**src/hdl/hwt_pkg.sv**
```systemverilog
package hwt_pkg;

  localparam int DEF_MAX_WIDTH  = 1024;
  localparam int DEF_MAX_HEIGHT = 1024;

  localparam int CFG_IDX_W  = 3;
  localparam int CFG_DATA_W = 32;

  localparam logic [CFG_IDX_W-1:0] REG_FRAME_WIDTH  = 3'd0;
  localparam logic [CFG_IDX_W-1:0] REG_FRAME_HEIGHT = 3'd1;
  localparam logic [CFG_IDX_W-1:0] REG_BASE_SPEED   = 3'd2;
  localparam logic [CFG_IDX_W-1:0] REG_SPEED_JITTER = 3'd3;
  localparam logic [CFG_IDX_W-1:0] REG_SLOW_X_MODE  = 3'd4;
  localparam logic [CFG_IDX_W-1:0] REG_SLOW_Y_MODE  = 3'd5;
  localparam logic [CFG_IDX_W-1:0] REG_REVERSE_DIR  = 3'd6;
  localparam logic [CFG_IDX_W-1:0] REG_RNG_SEED     = 3'd7;

  localparam logic [10:0] RST_FRAME_WIDTH  = 11'd320;
  localparam logic [10:0] RST_FRAME_HEIGHT = 11'd200;
  localparam logic [8:0]  RST_BASE_SPEED   = 9'd100;
  localparam logic [6:0]  RST_SPEED_JITTER = 7'd70;
  localparam logic        RST_SLOW_X_MODE  = 1'b0;
  localparam logic        RST_SLOW_Y_MODE  = 1'b1;
  localparam logic        RST_REVERSE_DIR  = 1'b0;
  localparam logic [31:0] RST_RNG_SEED     = 32'd1;

  localparam logic [31:0] LCG_MUL = 32'd1664525;
  localparam logic [31:0] LCG_INC = 32'd1013904223;

  localparam int SLOW_GAIN = 2500;
  localparam int ROT_DIV   = 700;
  localparam int PCT_DIV   = 100;
  localparam int CTR_OFS   = 10;
  localparam int SPEED_MIN = 30;
  localparam int SPEED_MAX = 300;
  localparam int JIT_MAX   = 100;

  // floor(n/3) = (n * 43691) >> 17, exact for n below 2^16
  localparam int THIRD_MUL   = 43691;
  localparam int THIRD_SHIFT = 17;

  typedef struct packed {
    logic       restart;
    logic [9:0] pixel_x;
    logic [9:0] pixel_y;
  } in_word_t;

  typedef struct packed {
    logic [19:0] source_index;
    logic [9:0]  source_col;
    logic [9:0]  source_row;
  } out_word_t;

endpackage

```
**src/hdl/hwt_div.sv**
```systemverilog
module hwt_div #(
  parameter int DVW = 24
) (
  input  logic                       clk,
  input  logic                       rst_n,
  input  logic                       start,
  input  logic [$clog2(DVW+1)-1:0]   len,
  input  logic [DVW-1:0]             dividend,
  input  logic [DVW-1:0]             divisor,
  output logic                       done,
  output logic [DVW-1:0]             quot,
  output logic [DVW-1:0]             rem
);

  localparam int LW = $clog2(DVW+1);

  logic          busy_r;
  logic          done_r;
  logic [LW-1:0] cnt_r;
  logic [DVW-1:0] num_r;
  logic [DVW-1:0] rem_r;
  logic [DVW-1:0] quot_r;
  logic [DVW-1:0] dvs_r;

  logic [DVW:0]   trial;
  logic           ge;
  logic [DVW-1:0] rem_nxt;

  // restoring divider, one quotient bit per cycle, dividend left-aligned
  assign trial   = {rem_r, num_r[DVW-1]};
  assign ge      = (trial >= {1'b0, dvs_r});
  assign rem_nxt = ge ? DVW'(trial - {1'b0, dvs_r}) : trial[DVW-1:0];

  always_ff @(posedge clk) begin
    if (!rst_n) begin
      busy_r <= 1'b0;
      done_r <= 1'b0;
    end else begin
      done_r <= 1'b0;
      if (start) begin
        busy_r <= 1'b1;
        cnt_r  <= len;
        num_r  <= DVW'(dividend << (LW'(DVW) - len));
        rem_r  <= '0;
        quot_r <= '0;
        dvs_r  <= divisor;
      end else if (busy_r) begin
        num_r  <= {num_r[DVW-2:0], 1'b0};
        rem_r  <= rem_nxt;
        quot_r <= {quot_r[DVW-2:0], ge};
        cnt_r  <= cnt_r - LW'(1);
        if (cnt_r == LW'(1)) begin
          busy_r <= 1'b0;
          done_r <= 1'b1;
        end
      end
    end
  end

  assign done = done_r;
  assign quot = quot_r;
  assign rem  = rem_r;

  a_start_idle: assert property (@(posedge clk) disable iff (!rst_n)
    start |-> !busy_r)
    else $error("divider started while busy");

  a_rem_bound: assert property (@(posedge clk) disable iff (!rst_n)
    done_r |-> (rem_r < dvs_r))
    else $error("divider remainder not below divisor");

  a_busy_count: assert property (@(posedge clk) disable iff (!rst_n)
    busy_r |-> (cnt_r != '0))
    else $error("divider busy with no bits left");

endmodule

```
**src/hdl/hurricane_warp_table_core.sv**
```systemverilog
// Per word, divisions run on the shared one-bit-per-cycle divider:
// two always (rotation offsets /700), two always (modulo by width and height),
// one more with jitter (/100), one or two more in slow modes. Five steps do no
// division: GEOM, SQ, PREP, MUL and IDX.
// One word in flight: no new word is taken until the last result is registered, later if a result waits.
// Reset (rst_n, synchronous): registers to default values, generator state to 1.
module hurricane_warp_table_core #(
  parameter int MAX_WIDTH  = hwt_pkg::DEF_MAX_WIDTH,
  parameter int MAX_HEIGHT = hwt_pkg::DEF_MAX_HEIGHT
) (
  input  logic                              clk,
  input  logic                              rst_n,
  input  logic                              in_valid,
  output logic                              in_stall,
  input  hwt_pkg::in_word_t                 in_word,
  output logic                              out_valid,
  input  logic                              out_stall,
  output hwt_pkg::out_word_t                out_word,
  input  logic                              cfg_we,
  input  logic [hwt_pkg::CFG_IDX_W-1:0]     cfg_index,
  input  logic [hwt_pkg::CFG_DATA_W-1:0]    cfg_wdata
);

  localparam int WW    = $clog2(MAX_WIDTH + 1);
  localparam int HW    = $clog2(MAX_HEIGHT + 1);
  localparam int SW0   = (WW > HW) ? WW : HW;
  localparam int SW    = ((SW0 > 11) ? SW0 : 11) + 1;  // signed offset width
  localparam int MW    = SW - 1;                       // offset magnitude width
  localparam int DVW   = 2 * SW;
  localparam int LW    = $clog2(DVW + 1);
  localparam int PLEN  = 16;                           // speed product bits
  localparam int SLEN  = SW + 11;                      // offset * 2500 bits
  localparam int QLEN  = SW + 9;                       // offset * speed bits
  localparam int MLEN  = SW + 1;                       // wrapped coordinate bits

  typedef enum logic [3:0] {
    S_IDLE, S_GEOM, S_SQ, S_PREP, S_SPD, S_NDX, S_NDY,
    S_MUL, S_QX, S_QY, S_MX, S_MY, S_IDX
  } state_t;

  state_t state_r, state_nxt, post_sp;

  // configuration registers
  logic [10:0] fw_r, fh_r;
  logic [8:0]  speed_r;
  logic [6:0]  jit_r;
  logic        slowx_r, slowy_r, rev_r;
  logic [31:0] seed_r;

  // datapath registers
  logic [31:0]          lcg_r;
  logic [9:0]           x_r, y_r;
  logic [MW-1:0]        adx_r, ady_r;
  logic                 sdx_r, sdy_r;
  logic [6:0]           rdraw_r;
  logic [2*MW-1:0]      dx2_r, dy2_r;
  logic [SLEN-1:0]      dx2500_r, dy2500_r;
  logic [DVW-1:0]       dsq_r;
  logic [PLEN-1:0]      prod_r;
  logic [9:0]           sp_r;
  logic [QLEN-1:0]      qx_num_r, qy_num_r;
  logic signed [SW+1:0] mx_r, my_r;
  logic [WW-1:0]        col_r;
  logic [HW-1:0]        row_r;
  logic                 div_go_r;
  logic                 out_valid_r;
  hwt_pkg::out_word_t   out_word_r;

  // clamped settings and frame geometry
  logic [WW-1:0]         w_c;
  logic [HW-1:0]         h_c;
  logic [8:0]            speed_c;
  logic [6:0]            jit_c;
  logic [WW+16:0]        w_third_prod;
  logic [WW-1:0]         cx;
  logic [23:0]           j_third_prod;
  logic [5:0]            j3;
  logic signed [SW-1:0]  cy_s, dx_s, dy_s;
  logic [SW-1:0]         dx_abs, dy_abs;
  logic [39:0]           draw_prod;
  logic [7:0]            k_pct;
  logic [16:0]           sk_prod;
  logic [SW+1:0]         mx_abs, my_abs;
  logic [SW-1:0]         q_s;
  logic [WW-1:0]         rem_w;
  logic [HW-1:0]         rem_h;
  logic [HW+WW:0]        idx_full;
  logic                  out_free;
  logic                  div_enter;

  logic [DVW-1:0] div_dvd, div_dvs;
  logic [LW-1:0]  div_len;
  logic           div_done;
  logic [DVW-1:0] div_quot, div_rem;

  always_comb begin
    if (fw_r == '0) begin
      w_c = WW'(1);
    end else if (32'(fw_r) > 32'(MAX_WIDTH)) begin
      w_c = WW'(MAX_WIDTH);
    end else begin
      w_c = WW'(fw_r);
    end
    if (fh_r == '0) begin
      h_c = HW'(1);
    end else if (32'(fh_r) > 32'(MAX_HEIGHT)) begin
      h_c = HW'(MAX_HEIGHT);
    end else begin
      h_c = HW'(fh_r);
    end
    if (32'(speed_r) < 32'(hwt_pkg::SPEED_MIN)) begin
      speed_c = 9'(hwt_pkg::SPEED_MIN);
    end else if (32'(speed_r) > 32'(hwt_pkg::SPEED_MAX)) begin
      speed_c = 9'(hwt_pkg::SPEED_MAX);
    end else begin
      speed_c = speed_r;
    end
    if (32'(jit_r) > 32'(hwt_pkg::JIT_MAX)) begin
      jit_c = 7'(hwt_pkg::JIT_MAX);
    end else begin
      jit_c = jit_r;
    end
  end

  assign w_third_prod = (WW+17)'(w_c) * (WW+17)'(hwt_pkg::THIRD_MUL);
  assign cx           = w_third_prod[hwt_pkg::THIRD_SHIFT +: WW];
  assign j_third_prod = 24'(jit_c) * 24'(hwt_pkg::THIRD_MUL);
  assign j3           = j_third_prod[hwt_pkg::THIRD_SHIFT +: 6];

  assign cy_s   = $signed(SW'(h_c >> 1)) - $signed(SW'(hwt_pkg::CTR_OFS));
  assign dx_s   = $signed(SW'(x_r)) - $signed(SW'(cx));
  assign dy_s   = $signed(SW'(y_r)) - cy_s;
  assign dx_abs = dx_s[SW-1] ? SW'(-dx_s) : SW'(dx_s);
  assign dy_abs = dy_s[SW-1] ? SW'(-dy_s) : SW'(dy_s);

  // r = (lcg * (J + 1)) >> 32
  assign draw_prod = 40'(lcg_r) * 40'(8'(jit_c) + 8'd1);
  assign k_pct     = 8'(hwt_pkg::PCT_DIV) + 8'(rdraw_r) - 8'(j3);
  assign sk_prod   = 17'(speed_c) * 17'(k_pct);

  assign mx_abs = mx_r[SW+1] ? (SW+2)'(-mx_r) : (SW+2)'(mx_r);
  assign my_abs = my_r[SW+1] ? (SW+2)'(-my_r) : (SW+2)'(my_r);
  assign q_s    = div_quot[SW-1:0];
  assign rem_w  = div_rem[WW-1:0];
  assign rem_h  = div_rem[HW-1:0];

  assign idx_full = (HW+WW+1)'(row_r) * (HW+WW+1)'(w_c) + (HW+WW+1)'(col_r);
  assign out_free = !out_valid_r || !out_stall;

  // shared divider operands
  always_comb begin
    case (state_r)
      S_SPD: begin
        div_dvd = DVW'(prod_r);
        div_dvs = DVW'(hwt_pkg::PCT_DIV);
        div_len = LW'(PLEN);
      end
      S_NDX: begin
        div_dvd = DVW'(dx2500_r);
        div_dvs = dsq_r;
        div_len = LW'(SLEN);
      end
      S_NDY: begin
        div_dvd = DVW'(dy2500_r);
        div_dvs = dsq_r;
        div_len = LW'(SLEN);
      end
      S_QX: begin
        div_dvd = DVW'(qx_num_r);
        div_dvs = DVW'(hwt_pkg::ROT_DIV);
        div_len = LW'(QLEN);
      end
      S_QY: begin
        div_dvd = DVW'(qy_num_r);
        div_dvs = DVW'(hwt_pkg::ROT_DIV);
        div_len = LW'(QLEN);
      end
      S_MX: begin
        div_dvd = DVW'(mx_abs[MLEN-1:0]);
        div_dvs = DVW'(w_c);
        div_len = LW'(MLEN);
      end
      S_MY: begin
        div_dvd = DVW'(my_abs[MLEN-1:0]);
        div_dvs = DVW'(h_c);
        div_len = LW'(MLEN);
      end
      default: begin
        div_dvd = '0;
        div_dvs = DVW'(1);
        div_len = LW'(1);
      end
    endcase
  end

  hwt_div #(
    .DVW(DVW)
  ) u_div (
    .clk      (clk),
    .rst_n    (rst_n),
    .start    (div_go_r),
    .len      (div_len),
    .dividend (div_dvd),
    .divisor  (div_dvs),
    .done     (div_done),
    .quot     (div_quot),
    .rem      (div_rem)
  );

  always_comb begin
    if (slowy_r) begin
      post_sp = S_NDX;
    end else if (slowx_r) begin
      post_sp = S_NDY;
    end else begin
      post_sp = S_MUL;
    end
  end

  always_comb begin
    state_nxt = state_r;
    case (state_r)
      S_IDLE: if (in_valid) state_nxt = S_GEOM;
      S_GEOM: state_nxt = S_SQ;
      S_SQ:   state_nxt = S_PREP;
      S_PREP: state_nxt = (jit_c != '0) ? S_SPD : post_sp;
      S_SPD:  if (div_done) state_nxt = post_sp;
      S_NDX:  if (div_done) state_nxt = slowx_r ? S_NDY : S_MUL;
      S_NDY:  if (div_done) state_nxt = S_MUL;
      S_MUL:  state_nxt = S_QX;
      S_QX:   if (div_done) state_nxt = S_QY;
      S_QY:   if (div_done) state_nxt = S_MX;
      S_MX:   if (div_done) state_nxt = S_MY;
      S_MY:   if (div_done) state_nxt = S_IDX;
      S_IDX:  if (out_free) state_nxt = S_IDLE;
      default: state_nxt = S_IDLE;
    endcase
  end

  assign div_enter = (state_nxt != state_r) &&
                     (state_nxt == S_SPD || state_nxt == S_NDX || state_nxt == S_NDY ||
                      state_nxt == S_QX  || state_nxt == S_QY  ||
                      state_nxt == S_MX  || state_nxt == S_MY);

  always_ff @(posedge clk) begin
    if (!rst_n) begin
      fw_r    <= hwt_pkg::RST_FRAME_WIDTH;
      fh_r    <= hwt_pkg::RST_FRAME_HEIGHT;
      speed_r <= hwt_pkg::RST_BASE_SPEED;
      jit_r   <= hwt_pkg::RST_SPEED_JITTER;
      slowx_r <= hwt_pkg::RST_SLOW_X_MODE;
      slowy_r <= hwt_pkg::RST_SLOW_Y_MODE;
      rev_r   <= hwt_pkg::RST_REVERSE_DIR;
      seed_r  <= hwt_pkg::RST_RNG_SEED;
    end else if (cfg_we) begin
      case (cfg_index)
        hwt_pkg::REG_FRAME_WIDTH:  fw_r    <= cfg_wdata[10:0];
        hwt_pkg::REG_FRAME_HEIGHT: fh_r    <= cfg_wdata[10:0];
        hwt_pkg::REG_BASE_SPEED:   speed_r <= cfg_wdata[8:0];
        hwt_pkg::REG_SPEED_JITTER: jit_r   <= cfg_wdata[6:0];
        hwt_pkg::REG_SLOW_X_MODE:  slowx_r <= cfg_wdata[0];
        hwt_pkg::REG_SLOW_Y_MODE:  slowy_r <= cfg_wdata[0];
        hwt_pkg::REG_REVERSE_DIR:  rev_r   <= cfg_wdata[0];
        hwt_pkg::REG_RNG_SEED:     seed_r  <= cfg_wdata;
        default: ;
      endcase
    end
  end

  always_ff @(posedge clk) begin
    if (!rst_n) begin
      state_r     <= S_IDLE;
      div_go_r    <= 1'b0;
      out_valid_r <= 1'b0;
      lcg_r       <= 32'd1;
    end else begin
      state_r  <= state_nxt;
      div_go_r <= div_enter;
      if (state_r == S_IDX && out_free) begin
        out_valid_r <= 1'b1;
      end else if (!out_stall) begin
        out_valid_r <= 1'b0;
      end

      case (state_r)
        S_IDLE: begin
          if (in_valid) begin
            x_r <= in_word.pixel_x;
            y_r <= in_word.pixel_y;
            if (in_word.restart) lcg_r <= (seed_r == '0) ? 32'd1 : seed_r;
          end
        end
        S_GEOM: begin
          adx_r <= dx_abs[MW-1:0];
          sdx_r <= dx_s[SW-1];
          ady_r <= dy_abs[MW-1:0];
          sdy_r <= dy_s[SW-1];
          if (jit_c != '0) lcg_r <= lcg_r * hwt_pkg::LCG_MUL + hwt_pkg::LCG_INC;
        end
        S_SQ: begin
          dx2_r    <= (2*MW)'(adx_r) * (2*MW)'(adx_r);
          dy2_r    <= (2*MW)'(ady_r) * (2*MW)'(ady_r);
          dx2500_r <= SLEN'(adx_r) * SLEN'(hwt_pkg::SLOW_GAIN);
          dy2500_r <= SLEN'(ady_r) * SLEN'(hwt_pkg::SLOW_GAIN);
          rdraw_r  <= draw_prod[32 +: 7];
        end
        S_PREP: begin
          dsq_r  <= DVW'(dx2_r) + DVW'(dy2_r) + DVW'(1);
          prod_r <= sk_prod[PLEN-1:0];
          if (jit_c == '0) sp_r <= 10'(speed_c);
        end
        S_SPD: if (div_done) sp_r <= div_quot[9:0];
        S_NDX: if (div_done) adx_r <= div_quot[MW-1:0];
        S_NDY: if (div_done) ady_r <= div_quot[MW-1:0];
        S_MUL: begin
          qx_num_r <= QLEN'(ady_r) * QLEN'(sp_r);
          qy_num_r <= QLEN'(adx_r) * QLEN'(sp_r);
        end
        S_QX: begin
          // col = x + dy*sp/700, sign of the term is sign(dy) ^ reverse
          if (div_done) begin
            mx_r <= (sdy_r ^ rev_r) ?
                    $signed((SW+2)'(x_r)) - $signed((SW+2)'(q_s)) :
                    $signed((SW+2)'(x_r)) + $signed((SW+2)'(q_s));
          end
        end
        S_QY: begin
          // row = y - dx*sp/700
          if (div_done) begin
            my_r <= (sdx_r ^ rev_r) ?
                    $signed((SW+2)'(y_r)) + $signed((SW+2)'(q_s)) :
                    $signed((SW+2)'(y_r)) - $signed((SW+2)'(q_s));
          end
        end
        S_MX: begin
          if (div_done) begin
            col_r <= (mx_r[SW+1] && rem_w != '0) ? w_c - rem_w : rem_w;
          end
        end
        S_MY: begin
          if (div_done) begin
            row_r <= (my_r[SW+1] && rem_h != '0) ? h_c - rem_h : rem_h;
          end
        end
        S_IDX: begin
          if (out_free) begin
            out_word_r.source_index <= 20'(idx_full);
            out_word_r.source_col   <= 10'(col_r);
            out_word_r.source_row   <= 10'(row_r);
          end
        end
        default: ;
      endcase
    end
  end

  assign in_stall  = (state_r != S_IDLE);
  assign out_valid = out_valid_r;
  assign out_word  = out_word_r;

  a_busy_after_accept: assert property (@(posedge clk) disable iff (!rst_n)
    (in_valid && !in_stall) |=> in_stall)
    else $error("input taken again right after accept");

  a_done_in_div_state: assert property (@(posedge clk) disable iff (!rst_n)
    div_done |-> (state_r == S_SPD || state_r == S_NDX || state_r == S_NDY ||
                  state_r == S_QX  || state_r == S_QY  ||
                  state_r == S_MX  || state_r == S_MY))
    else $error("divider finished outside a division step");

  a_wrapped_in_frame: assert property (@(posedge clk) disable iff (!rst_n)
    (state_r == S_IDX) |-> (col_r < w_c && row_r < h_c))
    else $error("wrapped coordinate outside frame");

endmodule
```
**config.mk**
```make
export PLATFORM = sky130hd
export DESIGN_NAME = hurricane_warp_table_core
export DESIGN_NICKNAME = d
export VERILOG_FILES = /design/src/hdl/hwt_pkg.sv /design/src/hdl/hwt_div.sv /design/src/hdl/hurricane_warp_table_core.sv
export SDC_FILE = /design/constraint.sdc
export NUM_CORES = 2
export LEC_CHECK = 0
export ABC_AREA = 1
export BUFFER_PORTS_ARGS = -buffer_cell sky130_fd_sc_hd__buf_2
export CORE_ASPECT_RATIO = 0.9
export CORE_MARGIN = 1
export CORE_UTILIZATION = 60
export CTS_CLUSTER_SIZE = 28
export DETAILED_ROUTE_END_ITERATION = 7
export GPL_TIMING_DRIVEN = 0
export PLACE_DENSITY = 0.76
export SETUP_SLACK_MARGIN = 0.15
export SYNTH_ARGS = -nofsm -noshare
export SYNTH_HDL_FRONTEND = slang
export SYNTH_SLANG_ARGS = --single-unit
```
**constraint.sdc**
```tcl
create_clock -name clk -period 28.6 [get_ports clk]
set_clock_uncertainty 0.1 [all_clocks]
set_input_delay 5.72 -clock clk [delete_from_list [all_inputs] [get_ports clk]]
set_output_delay 5.72 -clock clk [all_outputs]
set_load 0.05 [all_outputs]
```
==> flow_summary.toml <==
[timing]
hold_viol = 0
rsz0062_at_grt = "no"
period_needed_ns = 10.13
setup_viol = 0
slew_headroom_pct = 13.4
fmax_mhz = 98.7
worst_pin_slew_ns = 1.29
slew_violations = 0
fin_tns_setup_ns = 0
fin_crit_sh_pct = 35.4

[synth]
synth_largest_area_cell = "fa_1"
yosysSeqAreaShare_pct = 20.6
synth_edf_count = 402
synthFlopType = "edfxtp_1"
ys_async_sr_fraction_pct = 0
synth_cell_types = 63
syn_inst = 8369
syn-cell-area_sq_mm = 0.0695
synth_seq_cells = 515
synthTopCellsByArea = "fa_1 23%, edfxtp_1 17%, ha_1 16%"
avgSynthCellArea_sq_um = 8.30
synth_top_area_share_pct = 23.5
ys.warnings.count = 0

[setup_path]
end_kind = "register"
crit_type = "register to register"
crit_family = "adder cells"
crit_top_cell = "nand2_1"
crit_path_start_kind = "register"
crit_required_ns = 28.97
r2r_start = "jit_r[1]"
worstPathMaxFanout = 7
cp.buffers_inverters = 8
cp_slowest_stage_delay_ns = 0.53
slowest_stage = "fa_1"
cp.arrival_ns = 10.51
r2r_setup_slack_ns = 18.47
r2r_end = "prod_r[13]"
reg2regPathDepth = 48

[drt]
via_count = 58100
wire_per_inst_microns = 20.4
drc = 0
firstDrtPassIters = 7
viasPerCell = 5.75
routed_wl_microns = 206000
drt-initial-drc-count = 5758
ant_nets = 0

[placement]
place.gp.congestion = 1.01
port_buffers = 100
hpwlAfterDp_microns = 171000

[min_path]
hp-start = "col_r[4]"
whs_endpoint = "out_word[14]"
hold_path.class = "register to register"
whs_path_depth = 0

[job]
maxCapViolations = 0

[global_route]
globalRouteTotalUtil_pct = 35.5
antenna_found_initial = 11
grt_pass1_wl_microns = 322000
grt_pass1_vias = 58100
gr-total-overflow = 0
grt_max_degree = 36

[cts]
clock-sinks = 515
clk_pin_slew_ns = 0.06
root_buffer = "clkbuf_16"
cts_made_buffers = 59
post-cts-setup-buffer-count = 0
ctsLongestPathBuffers = 3
cts_tree = "done"
postCtsResizedCells = 0
hold_buffers = 0
cts_max_level = 2
insertion_delay_ns = 0.72

[floorplanning]
core-area_sq_mm = 0.115
ioPinCount = 103
initial_core_util_pct = 60.5
die_w_microns = 361
fp-row-count = 118
dieArea_sq_mm = 0.117
die_h_microns = 325

[cells_and_area]
syn_to_final_growth_pct = 6.91
final_layout_size_suffix_gt1_share_pct = 3.44
layout_commonest_cell = "inv_1"
nets = 10300
layout_common_cells = "1,762 x inv_1, 1,666 x nand2_1, 909 x ha_1, 814 x fa_1, 542 x nor2_1"
final_util_pct = 64.7

[pwr]
irDropWorstVdd_mv = 0.212
power_per_cell_area_mw_per_mm2 = 118
p_leak_nw = 37.9

[outcome]
outcome = "complete, no violations"
report_power, final:
group / leakage, nW / switching (mW) / total (mW) / internal [mW]
clock network: 1.01 / 0.355 / 0.815 / 0.460
logic: 32.3 / 4.36 / 6.85 / 2.50
registers: 4.59 / 0.0799 / 1.11 / 1.03
area by class of cell:
cell class / count / area [sq um]
Antenna cell: 3 / 7.51
Tap cell: 1500 / 1880
Sequential cell: 515 / 14300
Clock buffer: 72 / 1600
Buffer: 216 / 850
Inverter: 1779 / 6680
Clock inverter: 39 / 455
Multi-Input combinational cell: 5862 / 47700
Fill cell: 9823 / 40600
Timing Repair Buffer: 120 / 792
state kept, by name, indices dropped and copies added (netlist names), 12 cells and up:
register     count
my_r            14
mx_r            14
u_div.quot      12
qy_num_r        21
u_div.num_r     24
dx2500_r        20
dx2_r           21
lcg_r           32
seed_r          32
u_div.rem       24
qx_num_r        21
dy2500_r        20
dsq_r           23
prod_r          16
out_word        40
u_div.dvs_r     23
dy2_r           21
cells in the mapped netlist (5+ instances only):
cell type  count
a21oi_1      471
buf_2         21
or2_2         17
nand3b_1      12
edfxtp_1     402
a211oi_1      10
o21ai_1        9
buf_1         25
nand4_1       63
o221ai_1       7
clkbuf_1     166
inv_2          7
xnor2_1       95
fa_1         814
xor2_1       211
a21o_1        43
clkinv_1      10
o21a_1         8
o21ai_0      344
o21bai_1      23
o2111ai_1      6
and3_1         6
o31ai_1       24
dfxtp_1      113
o22ai_1        8
ha_1         909
nor4_1        22
inv_1       1762
o211ai_1      18
nor2_2         5
a221oi_1      17
nand3_1      354
a31oi_1       34
nand2_1     1666
nor3_1        63
a21boi_0       6
a22o_1         9
nor2_1       545
worst max-delay path by stage:
stage	start	to	slack [ns]	cells past startpoint
3_3_place_gp	rst_n	dx2_r[14]	11.50	4
2_1_floorplan	rst_n	dx2500_r[10]	15.41	4
6_report	jit_r[1]	prod_r[13]	18.47	48
5_1_grt	jit_r[3]	prod_r[13]	17.84	47
4_1_cts	jit_r[1]	prod_r[13]	18.52	47
3_5_place_dp	jit_r[1]	prod_r[13]	18.61	47
layer usage:
layer  track usage (%)  up-vias  part of all wire, %
met1              48.5    28100                   41
met2              56.6     2610                   45
met5                 0        -                0.016
li1                  -    26800                    -
met3              4.51      532                  8.6
met4              15.9        6                  5.1
cell families after synthesis:
| family | Yosys count | share of synthesized area (%) |
|---|---|---|
| simple gates | 2767 | 16.3 |
| buf+inv | 1995 | 10.8 |
| fa+ha+maj | 1723 | 39.8 |
| compound gates | 1057 | 8.49 |
| flops | 515 | 20.6 |
| xor+xnor | 307 | 3.90 |
| mux | 4 | 0.0576 |
| other cells | 1 | 0.00540 |
per-stage QoR:
stage          total power [mW]  setup WS (ns)  std cells  area, sq um  hold WS (ns)
2_1_floorplan              6.02          15.41       8372        69500         0.322
3_3_place_gp               7.71          11.50       9972        71900         0.335
3_5_place_dp               7.84          18.61       9992        72200         0.346
4_1_cts                    8.71          18.52      10100        74300         0.334
5_1_grt                    9.66          17.84      10100        74300         0.360
6_report                   8.78          18.47      10100        74300         0.365
Power figures use the tool's default switching activity.
